`config.mk`:
```
export PLATFORM = sky130hd
export DESIGN_NAME = smeu_ctrl
export DESIGN_NICKNAME = d
export VERILOG_FILES = /design/src/hdl/stack_machine_execute_unit_defines.svh /design/src/hdl/smeu_pkg.sv /design/src/hdl/smeu_ctrl.sv
export SDC_FILE = /design/constraint.sdc
export NUM_CORES = 1
export LEC_CHECK = 0
export ABC_CLOCK_PERIOD_IN_PS = 1700
export BUFFER_PORTS_ARGS = -buffer_cell sky130_fd_sc_hd__buf_2
export CAP_MARGIN = 10
export CORE_AREA = 2 2 39 41
export DETAILED_ROUTE_END_ITERATION = 10
export DIE_AREA = 0 0 41 43
export PLACE_DENSITY = 0.45
export RECOVER_POWER = 100
export SYNTH_ARGS = -nofsm -noshare
export SYNTH_HDL_FRONTEND = slang
export SYNTH_SLANG_ARGS = --single-unit
export TNS_END_PERCENT = 30
```
`constraint.sdc`:
```
create_clock -name clk -period 1.7 [get_ports clk]
set_input_delay 0.51 -clock clk [delete_from_list [all_inputs] [get_ports clk]]
set_output_delay 0.51 -clock clk [all_outputs]
set_load 0.05 [all_outputs]
```
`src/hdl/stack_machine_execute_unit_defines.svh`:
```
// assertion macros for the stack machine execute unit
// used by the top level only, no other dependencies
`ifndef STACK_MACHINE_EXECUTE_UNIT_DEFINES_SVH
`define STACK_MACHINE_EXECUTE_UNIT_DEFINES_SVH

// same-cycle implication, checked outside reset
`define SMEU_ASSERT_SAME(label, clk, rst, ante, cons) \
  label: assert property (@(posedge clk) disable iff (rst) (ante) |-> (cons)) \
    else $error("smeu same-cycle check failed");

// next-cycle implication, checked outside reset
`define SMEU_ASSERT_NEXT(label, clk, rst, ante, cons) \
  label: assert property (@(posedge clk) disable iff (rst) (ante) |=> (cons)) \
    else $error("smeu next-cycle check failed");

`endif

```
`src/hdl/smeu_pkg.sv`:
```
// shared types, codes and default sizes of the stack machine execute unit
// no dependencies
`default_nettype none

package smeu_pkg;

  // default sizes
  localparam int DATA_STACK_DEPTH_DEF   = 64;
  localparam int RETURN_STACK_DEPTH_DEF = 16;
  localparam int MEMORY_WORDS_DEF       = 128;
  localparam int REGISTER_COUNT_DEF     = 5;
  // highest usable data memory size
  localparam int ADDR_LIMIT_BASE        = 100;

  // opcodes
  typedef enum logic [3:0] {
    OP_HLT   = 4'd0,
    OP_PUSH  = 4'd1,
    OP_ADD   = 4'd2,
    OP_SUB   = 4'd3,
    OP_MUL   = 4'd4,
    OP_DIV   = 4'd5,
    OP_SQRT  = 4'd6,
    OP_OUT   = 4'd7,
    OP_POPR  = 4'd8,
    OP_PUSHR = 4'd9,
    OP_JMP   = 4'd10,
    OP_CALL  = 4'd11,
    OP_RET   = 4'd12,
    OP_PUSHM = 4'd13,
    OP_POPM  = 4'd14,
    OP_NOP   = 4'd15
  } op_t;

  // error codes
  typedef enum logic [3:0] {
    ERR_OK      = 4'd0,
    ERR_FULL    = 4'd1,
    ERR_EMPTY   = 4'd2,
    ERR_DIVZERO = 4'd3,
    ERR_NEGROOT = 4'd4,
    ERR_BADADDR = 4'd5,
    ERR_RFULL   = 4'd6,
    ERR_REMPTY  = 4'd7,
    ERR_BADREG  = 4'd8
  } err_t;

  // controller to datapath
  typedef struct packed {
    logic capture;
    logic read;
    logic exec;
    logic finish;
    logic emit;
  } cmd_t;

  // datapath to controller
  typedef struct packed {
    logic long_op;
    logic iter_done;
  } sts_t;

endpackage

`default_nettype wire

```
`src/hdl/smeu_ctrl.sv`:
```
// controller state machine of the stack machine execute unit
// depends on smeu_pkg for command and status structs
`default_nettype none

module smeu_ctrl (
  input  wire logic          clk,
  input  wire logic          rst,
  input  wire logic          instr_valid,
  output logic               instr_stall,
  output logic               result_valid,
  input  wire logic          result_stall,
  input  wire smeu_pkg::sts_t sts,
  output smeu_pkg::cmd_t     cmd
);

  typedef enum logic [2:0] {
    S_IDLE,
    S_READ,
    S_EXEC,
    S_ITER,
    S_RESULT
  } state_t;

  state_t state;
  logic   out_free;

  // output slot empty or being taken this cycle
  assign out_free = !result_valid || !result_stall;

  // commands decoded from state
  always_comb begin
    cmd.capture = (state == S_IDLE) && instr_valid;
    cmd.read    = (state == S_READ);
    cmd.exec    = (state == S_EXEC);
    cmd.finish  = (state == S_ITER) && sts.iter_done;
    cmd.emit    = (state == S_RESULT) && out_free;
  end

  assign instr_stall = (state != S_IDLE);

  // state and result valid flag
  always_ff @(posedge clk) begin
    if (rst) begin
      state        <= S_IDLE;
      result_valid <= 1'b0;
    end else begin
      if (cmd.emit) begin
        result_valid <= 1'b1;
      end else if (!result_stall) begin
        result_valid <= 1'b0;
      end
      unique case (state)
        S_IDLE: begin
          if (instr_valid) state <= S_READ;
        end
        S_READ: begin
          state <= S_EXEC;
        end
        S_EXEC: begin
          state <= sts.long_op ? S_ITER : S_RESULT;
        end
        S_ITER: begin
          if (sts.iter_done) state <= S_RESULT;
        end
        S_RESULT: begin
          if (out_free) state <= S_IDLE;
        end
        default: begin
          state <= S_IDLE;
        end
      endcase
    end
  end

endmodule

`default_nettype wire

```
### After elaboration in Yosys (flattened, before gate mapping)

Index checks and enable logic that the tools add are counted.

| cells by class | value |
|---|---|
| equal/unequal tests | 8 |
| reductions and logical operators | 9 |
| mux-type cells | 7 |

Operator list:

| operator | count |
|---|---|
| case mux 3 bit (5 select lines) | 1 |
| two-way mux 3 bit | 4 |
| equality test 3 x 2 -> 1 bit (second input constant) | 2 |
| inequality test 2 bit (second input constant) | 3 |
| equality test 3 x 1 -> 1 bit (second input constant) | 1 |
| equality test 3 bit (second input constant) | 1 |
| logical AND 1 bit | 3 |
| logical NOT 3 bit | 1 |
| AND reduction 3 bit | 1 |
| nonzero test 3 bit | 1 |
| logical NOT 1 bit | 2 |
| two-way mux 1 bit | 2 |
| inequality test 2 x 1 -> 1 bit (second input constant) | 1 |
| logical OR 1 bit | 1 |

| storage, ports and cells | value |
|---|---|
| output and inout port bits | 7 |
| flip-flop bits (word level) | 4 |

### Logic depth before layout (Yosys ltp)

Gate-level depths: netlist of run 1.

| depth | value |
|---|---|
| word-level depth | 4 |
| mapped depth | 4 |
| mapped depth without buffers | 3 |

### Worst setup path after synthesis of run 1

OpenSTA, ideal clock, no wires.

| timing path | value |
|---|---|
| path kind | flip-flop to output port |
| start | reg state[1] |
| end | out cmd[2] in the netlist's numbering |
| path slack | -391 ps |
| stages on the path, launching flop included | 3 |
| buffers on the path | 1 |
| arrival time | 1,581 ps |
| required time | 1,190 ps |
| cells stage by stage | dfxtp_1 -> buf_6 -> nor3b_1 |

RTL lines:

| element | RTL line | RTL |
|---|---|---|
| start, declared | smeu_ctrl.sv:24 | `state_t state;` |
| start signal, assigned | smeu_ctrl.sv:60 | `state <= sts.long_op ? S_ITER : S_RESULT;` |
| end, declared | smeu_ctrl.sv:13 | `output smeu_pkg::cmd_t cmd` |

==> impl_metrics.yaml, run 1 <==
worst_setup_path:
  crit_path_end_kind: "output port"
  cp_slowest_stage_delay_ns: 0.38
  chain_of_cells_forming_the_critical_path: "or3_4 > nor2_4 > buf_8"
  criticalPathCategory: "reg -> out"
  timing.critical_path.arrival_ns: 1.20
  timing.critical_path.fanout_max: 6
  worst-path-buf-inv: 1
  worst_setup_path_startpoint: "state[0]$_SDFFE_PP0P_"
  worst_ep_required_time_ns: 1.19
  crit_path_start_kind: "flop"
  critical_path.reg2reg.startpoint: "state[2]$_SDFFE_PP0P_"
  critical-path-slowest-cell: "sky130_fd_sc_hd__or3_4"
  worst_path_dominant_cell_family: "simple AND/OR/NAND/NOR gates"
final_layout:
  final_net_count: 53
  filler_cell_count: 152
  most-common-layout-cells: "sky130_fd_sc_hd__buf_2, sky130_fd_sc_hd__a21oi_1, sky130_fd_sc_hd__clkbuf_4"
  final_cell_area_um2: 392
  multiInputGateArea_um2: 160
  antenna-diode-count: 0
  most_common_cell_after_layout_fill_and_taps_aside: "sky130_fd_sc_hd__buf_2"
  seq_area_um2: 82.6
  drive_above_1_share_pct: 57.8
  layoutNonFillerInstCount: 61
  area_growth_pct: 55.7
floorplanning:
  die_height_um: 43
  design.core.area_mm2: 0.00138
  rows: 14
  ios: 13
  floorplan.die.width_um: 41
  fp.dieArea_mm2: 0.00176
  initial_utilization_pct: 18.2
timing:
  final-hold-violation-count: 0
  hold-worst-slack_ns: 0.485
  final.period_utilization_pct: 101
  drv_slew: 0
  worst-slew-pin-transition_ns: 0.262
  post_route_clock_skew_ns: 0.000334
  timing.max_slew.rel_slack_pct: 82.4
  setup_violations: 1
  achievable-frequency_mhz: 584
  period_needed_ns: 1.71
  rsz_0062_raised_after_global_routing: "yes"
  postLayoutSetupSlackWorst_ns: -0.0120
clock_tree:
  worst_skew_pair.late_latency_ns: 0.23
  cts.clk_slew.worst_paths_ns: 0.04
  tritoncts_clock_tree: "built"
  htreeDepth: 1
  tritoncts_num_sinks: 4
  cts.repair.resized: 8
  post_cts.repair.setup_buffers: 0
  cts.path.max_buffers: 2
  numCtsBuffers: 3
  clockRootBuffer: "sky130_fd_sc_hd__clkbuf_4"
  cts_hold_repair.buffers: 0
status:
  status: "finished with violations"
  violations: "setup timing"
placed_design:
  place.detailed.instances: 58
  place_ws_ns: 0.101
  port-buffer-count: 12
  detailedPlacementHpwl_um: 467
  placement.cell_area_um2: 329
  gpl.final_weighted_congestion: 0.682
synth:
  syn-instance-count: 30
  yosys_warnings: 0
  syn-cell-area_um2: 251
  postSynthAreaPerCell_um2: 8.38
  synth-seq-area-share_pct: 31.8
  syn_nets: 36
  number_of_different_library_cells_in_the_post_synthesis_netlist: 16
  synth.ff_latch_count: 4
global_route:
  grt_pass1_vias: 245
  globalRouteTotalUtil_pct: 8.33
  global_route.usage.met2_pct: 10.3
  first_pass_grt_wire_length_um: 979
  grt_use_met3_pct: 6.28
  met1_usage_pct: 11.3
  grt_most_used_layer: "met1"
  antenna_violations_before_repair: 0
  overflow: 0
  pin_count_of_the_biggest_net_entering_global_routing: 11
drt:
  drt-initial-drc-count: 3
  routedWlPerCell_um: 9.89
  drt_first_pass_iters: 2
  routed-via-count: 272
  vias_per_cell: 4.46
  post-route-drc-count: 0
  route.antenna.remaining_nets: 0
  detail_route.wirelength_um: 603
worst_hold_path:
  timing.hold.worst.start: "state[0]$_SDFFE_PP0P_"
  min_path_type: "reg -> reg"
flow_run:
  max_cap_violations: 0
pwr:
  total_power_uw: 378
  leakage_power_total_uw: 0.000170
  vdd.ir_drop.worst_mv: 0.355
  power_density_mw_per_mm2: 966
==> synth_stat cells <==
cell type | n | area share, %
sky130_fd_sc_hd__nor2_1 | 5 | 7.5
sky130_fd_sc_hd__a21oi_1 | 4 | 8.0
sky130_fd_sc_hd__dfxtp_1 | 4 | 32
sky130_fd_sc_hd__nand2_1 | 3 | 4.5
sky130_fd_sc_hd__buf_6 | 2 | 9.0
sky130_fd_sc_hd__nand2b_1 | 2 | 5.0
sky130_fd_sc_hd__a2111oi_2 | 1 | 6.0
sky130_fd_sc_hd__a211oi_1 | 1 | 3.0
sky130_fd_sc_hd__and3b_2 | 1 | 4.0
sky130_fd_sc_hd__inv_1 | 1 | 1.5
sky130_fd_sc_hd__nor2b_2 | 1 | 3.5
sky130_fd_sc_hd__nor3_1 | 1 | 2.0
sky130_fd_sc_hd__nor3b_1 | 1 | 3.0
sky130_fd_sc_hd__o32ai_1 | 1 | 3.5
sky130_fd_sc_hd__or3_4 | 1 | 4.5
sky130_fd_sc_hd__or3b_1 | 1 | 3.5
==> registers in the layout, summed over array words and instances, names as in the netlist <==
signal	flops
result_valid	1
state	3
==> area by class of cell <==
cell class	instances	share of cell area, %
multi-input cells	23	40.9
repair buffers	14	26.2
flip-flops and latches	4	21.1
clock buffers	3	5.75
well taps	16	5.11
inverters	1	0.958
==> layer usage <==
metal / share of wire [%] / routed length [µm]
met3: 8.3 / 50
met1: 41 / 245
met2: 51 / 306
met4: 0 / 0
met5: 0 / 0
==> path summary, 6_finish.rpt <==
kind | endpoint | slack (ns) | cells after the start
worst min register to register | state[0]$_SDFFE_PP0P_ | 0.49 | 1
worst min-delay path | state[0]$_SDFFE_PP0P_ | 0.49 | 1
worst max register to register | state[2]$_SDFFE_PP0P_ | 0.70 | 3
worst max-delay path | cmd[4] | -0.01 | 3
==> per-stage QoR <==
stage	TNS, ns	util [%]
6_report	-0.0120	28.3
5_1_grt	-0.236	28.3
4_1_cts	-0.0313	26.8
3_5_place_dp	0	23.8
3_3_place_gp	0	23.8
2_1_floorplan	-0.561	-
==> cell families after synthesis <==
logic type	synth area share [%]
and+or+nand+nor	37.3
buffers and inverters	10.4
DFF	31.8
AOI/OAI and AO/OA	20.4
==> power by group <==
group          total (µW)  leakage (µW)  switching, µW  internal [µW]
combinational         148      0.000123           91.6           56.7
clock                 116     0.0000138           36.9           78.8
sequential            114     0.0000334           11.7            103
total                 378      0.000170            140            238
(Power assumes the default switching activity.)
==> inputs of run 2 (changes only) <==
Settings changed: ABC_CLOCK_PERIOD_IN_PS 1700 to 1400, PLACE_DENSITY 0.45 to 0.46, SETUP_SLACK_MARGIN from default to 0.15.
Clock period 1.7 ns to 1.4 ns, I/O delays scaled along.
==> impl_metrics.yaml, run 2 (same netlist as run 1, synthesis figures left out) <==
worst_setup_path:
  criticalPathCategory: "reg -> out"
  worst_ep_required_time_ns: 0.98
  crit_path_end_kind: "output port"
  crit_path_start_kind: "flop"
  timing.critical_path.arrival_ns: 1.18
  timing.critical_path.fanout_max: 2
clock_tree:
  worst_skew_pair.late_latency_ns: 0.23
  clockRootBuffer: "sky130_fd_sc_hd__clkbuf_4"
  post_cts.repair.setup_buffers: 0
  tritoncts_num_sinks: 4
  numCtsBuffers: 3
  htreeDepth: 1
  cts_hold_repair.buffers: 0
  tritoncts_clock_tree: "built"
  cts.clk_slew.worst_paths_ns: 0.04
  cts.path.max_buffers: 2
status:
  status: "finished with violations"
  violations: "setup timing"
drt:
  routedWlPerCell_um: 10.4
  drt_first_pass_iters: 1
  drt-met1-wl_um: 294
  post-route-drc-count: 0
  highest_layer: "met3"
  route.antenna.remaining_nets: 0
  wl_met2_um: 358
  routed-via-count: 300
  drt-initial-drc-count: 0
  dr_wl_met3_um: 46
  detail_route.wirelength_um: 699
  vias_per_cell: 4.48
timing:
  postLayoutSetupSlackWorst_ns: -0.202
  timing.max_slew.rel_slack_pct: 75.3
  setup_violations: 6
  totalNegativeSetupSlack_ns: -0.839
  worst-slew-pin-transition_ns: 0.361
  final-hold-violation-count: 0
  period_needed_ns: 1.60
  post_route_clock_skew_ns: 0.00131
  rsz_0062_raised_after_global_routing: "yes"
  final.period_utilization_pct: 114
  achievable-frequency_mhz: 624
  drv_slew: 0
global_route:
  grt_pass1_vias: 274
  overflow: 0
  pin_count_of_the_biggest_net_entering_global_routing: 7
  globalRouteTotalUtil_pct: 10.0
  first_pass_grt_wire_length_mm: 1.11
  antenna_violations_before_repair: 0
final_layout:
  registers_with_the_most_flip_flops: "state (3), result_valid (1)"
  drive_above_1_share_pct: 74.5
  regMostFlops: "state"
  most_common_cell_after_layout_fill_and_taps_aside: "sky130_fd_sc_hd__buf_4"
  largest_register_ffs: 3
  most-common-layout-cells: "sky130_fd_sc_hd__buf_4, sky130_fd_sc_hd__buf_2, sky130_fd_sc_hd__a21oi_1, sky130_fd_sc_hd__clkbuf_4, sky130_fd_sc_hd__buf_6"
  antenna-diode-count: 0
  area_growth_pct: 87.6
  final_net_count: 59
floorplanning:
  initial_utilization_pct: 18.2
  fp.dieArea_mm2: 0.00176
  floorplan.die.width_um: 41
  rows: 14
  design.core.area_mm2: 0.00138
  die_height_um: 43
  ios: 13
placed_design:
  detailedPlacementHpwl_um: 504
  port-buffer-count: 12
  gpl.final_weighted_congestion: 0.713
  place_ws_ns: -0.0347
pwr:
  leakage_power_total_uw: 0.000206
  power_density_mw_per_mm2: 1060
  vdd.ir_drop.worst_mv: 0.381
worst_hold_path:
  min_path_type: "in -> reg"
flow_run:
  max_cap_violations: 0
[run 2: cell types whose count changed in the layout (fill, tap and decap cells not counted), moves of 2 or more]
cell                      change
sky130_fd_sc_hd__nand2_2      +2
sky130_fd_sc_hd__nand2_1      -2
sky130_fd_sc_hd__buf_4        +5
sky130_fd_sc_hd__nor2_1       -2
[run 2: routing by layer]
layer / global-route usage [%] / up-vias
met5: 0 / -
met4: 6.00 / 0
met3: 7.85 / 0
met2: 13.1 / 11
met1: 10.9 / 140
li1: - / 149
[run 2: path summary, 6_finish.rpt]
path / from / end / slack, ns / cells after the start
worst max-delay path: state[2]$_SDFFE_PP0P_ / cmd[4] / -0.20 / 3
worst min-delay path: rst / state[1]$_SDFFE_PP0P_ / 0.40 / 2
worst max register to register: state[1]$_SDFFE_PP0P_ / state[0]$_SDFFE_PP0P_ / 0.20 / 5
worst min register to register: result_valid$_SDFFE_PP0P_ / result_valid$_SDFFE_PP0P_ / 0.54 / 2
[run 2: through the flow]
step                hold WS (ns)  util (%)  total power, µW  cells  instance area (µm²)
floorplan                  0.489         -              277     30                  268
global placement           0.517      27.8              330     64                  385
detailed placement         0.508      27.8              330     64                  385
CTS                        0.399      31.6              495     67                  437
global route               0.400      34.1              544     67                  472
finish                     0.404      34.1              502     67                  472
[run 2: cell type report]
cell class	count	area [µm²]
fillers	162	912
multi-input cells	23	180
repair buffers	20	159
flip-flops and latches	4	86.3
clock buffers	3	22.5
well taps	16	20.0
inverters	1	3.75
[run 2: where the power goes]
group	total (µW)	switching [µW]	internal (µW)	leakage [µW]
combinational	230	133	96.9	0.000158
sequential	132	7.14	124	0.0000342
clock	140	44.5	95.7	0.0000138
[run 2: worst max-delay path, cell delays in order, from the launching register on]
cell and delay (ns):
sky130_fd_sc_hd__dfxtp_2 0.31, sky130_fd_sc_hd__or3_4 0.39, sky130_fd_sc_hd__nor2_4 0.10, sky130_fd_sc_hd__buf_8 0.15
[run 2: what timing repair did]
item / 4_1_cts / 5_1_grt
endpoints found under the setup margin: 7 / 9
gates resized for setup: 11 / 15
pin swaps: 2 / 3
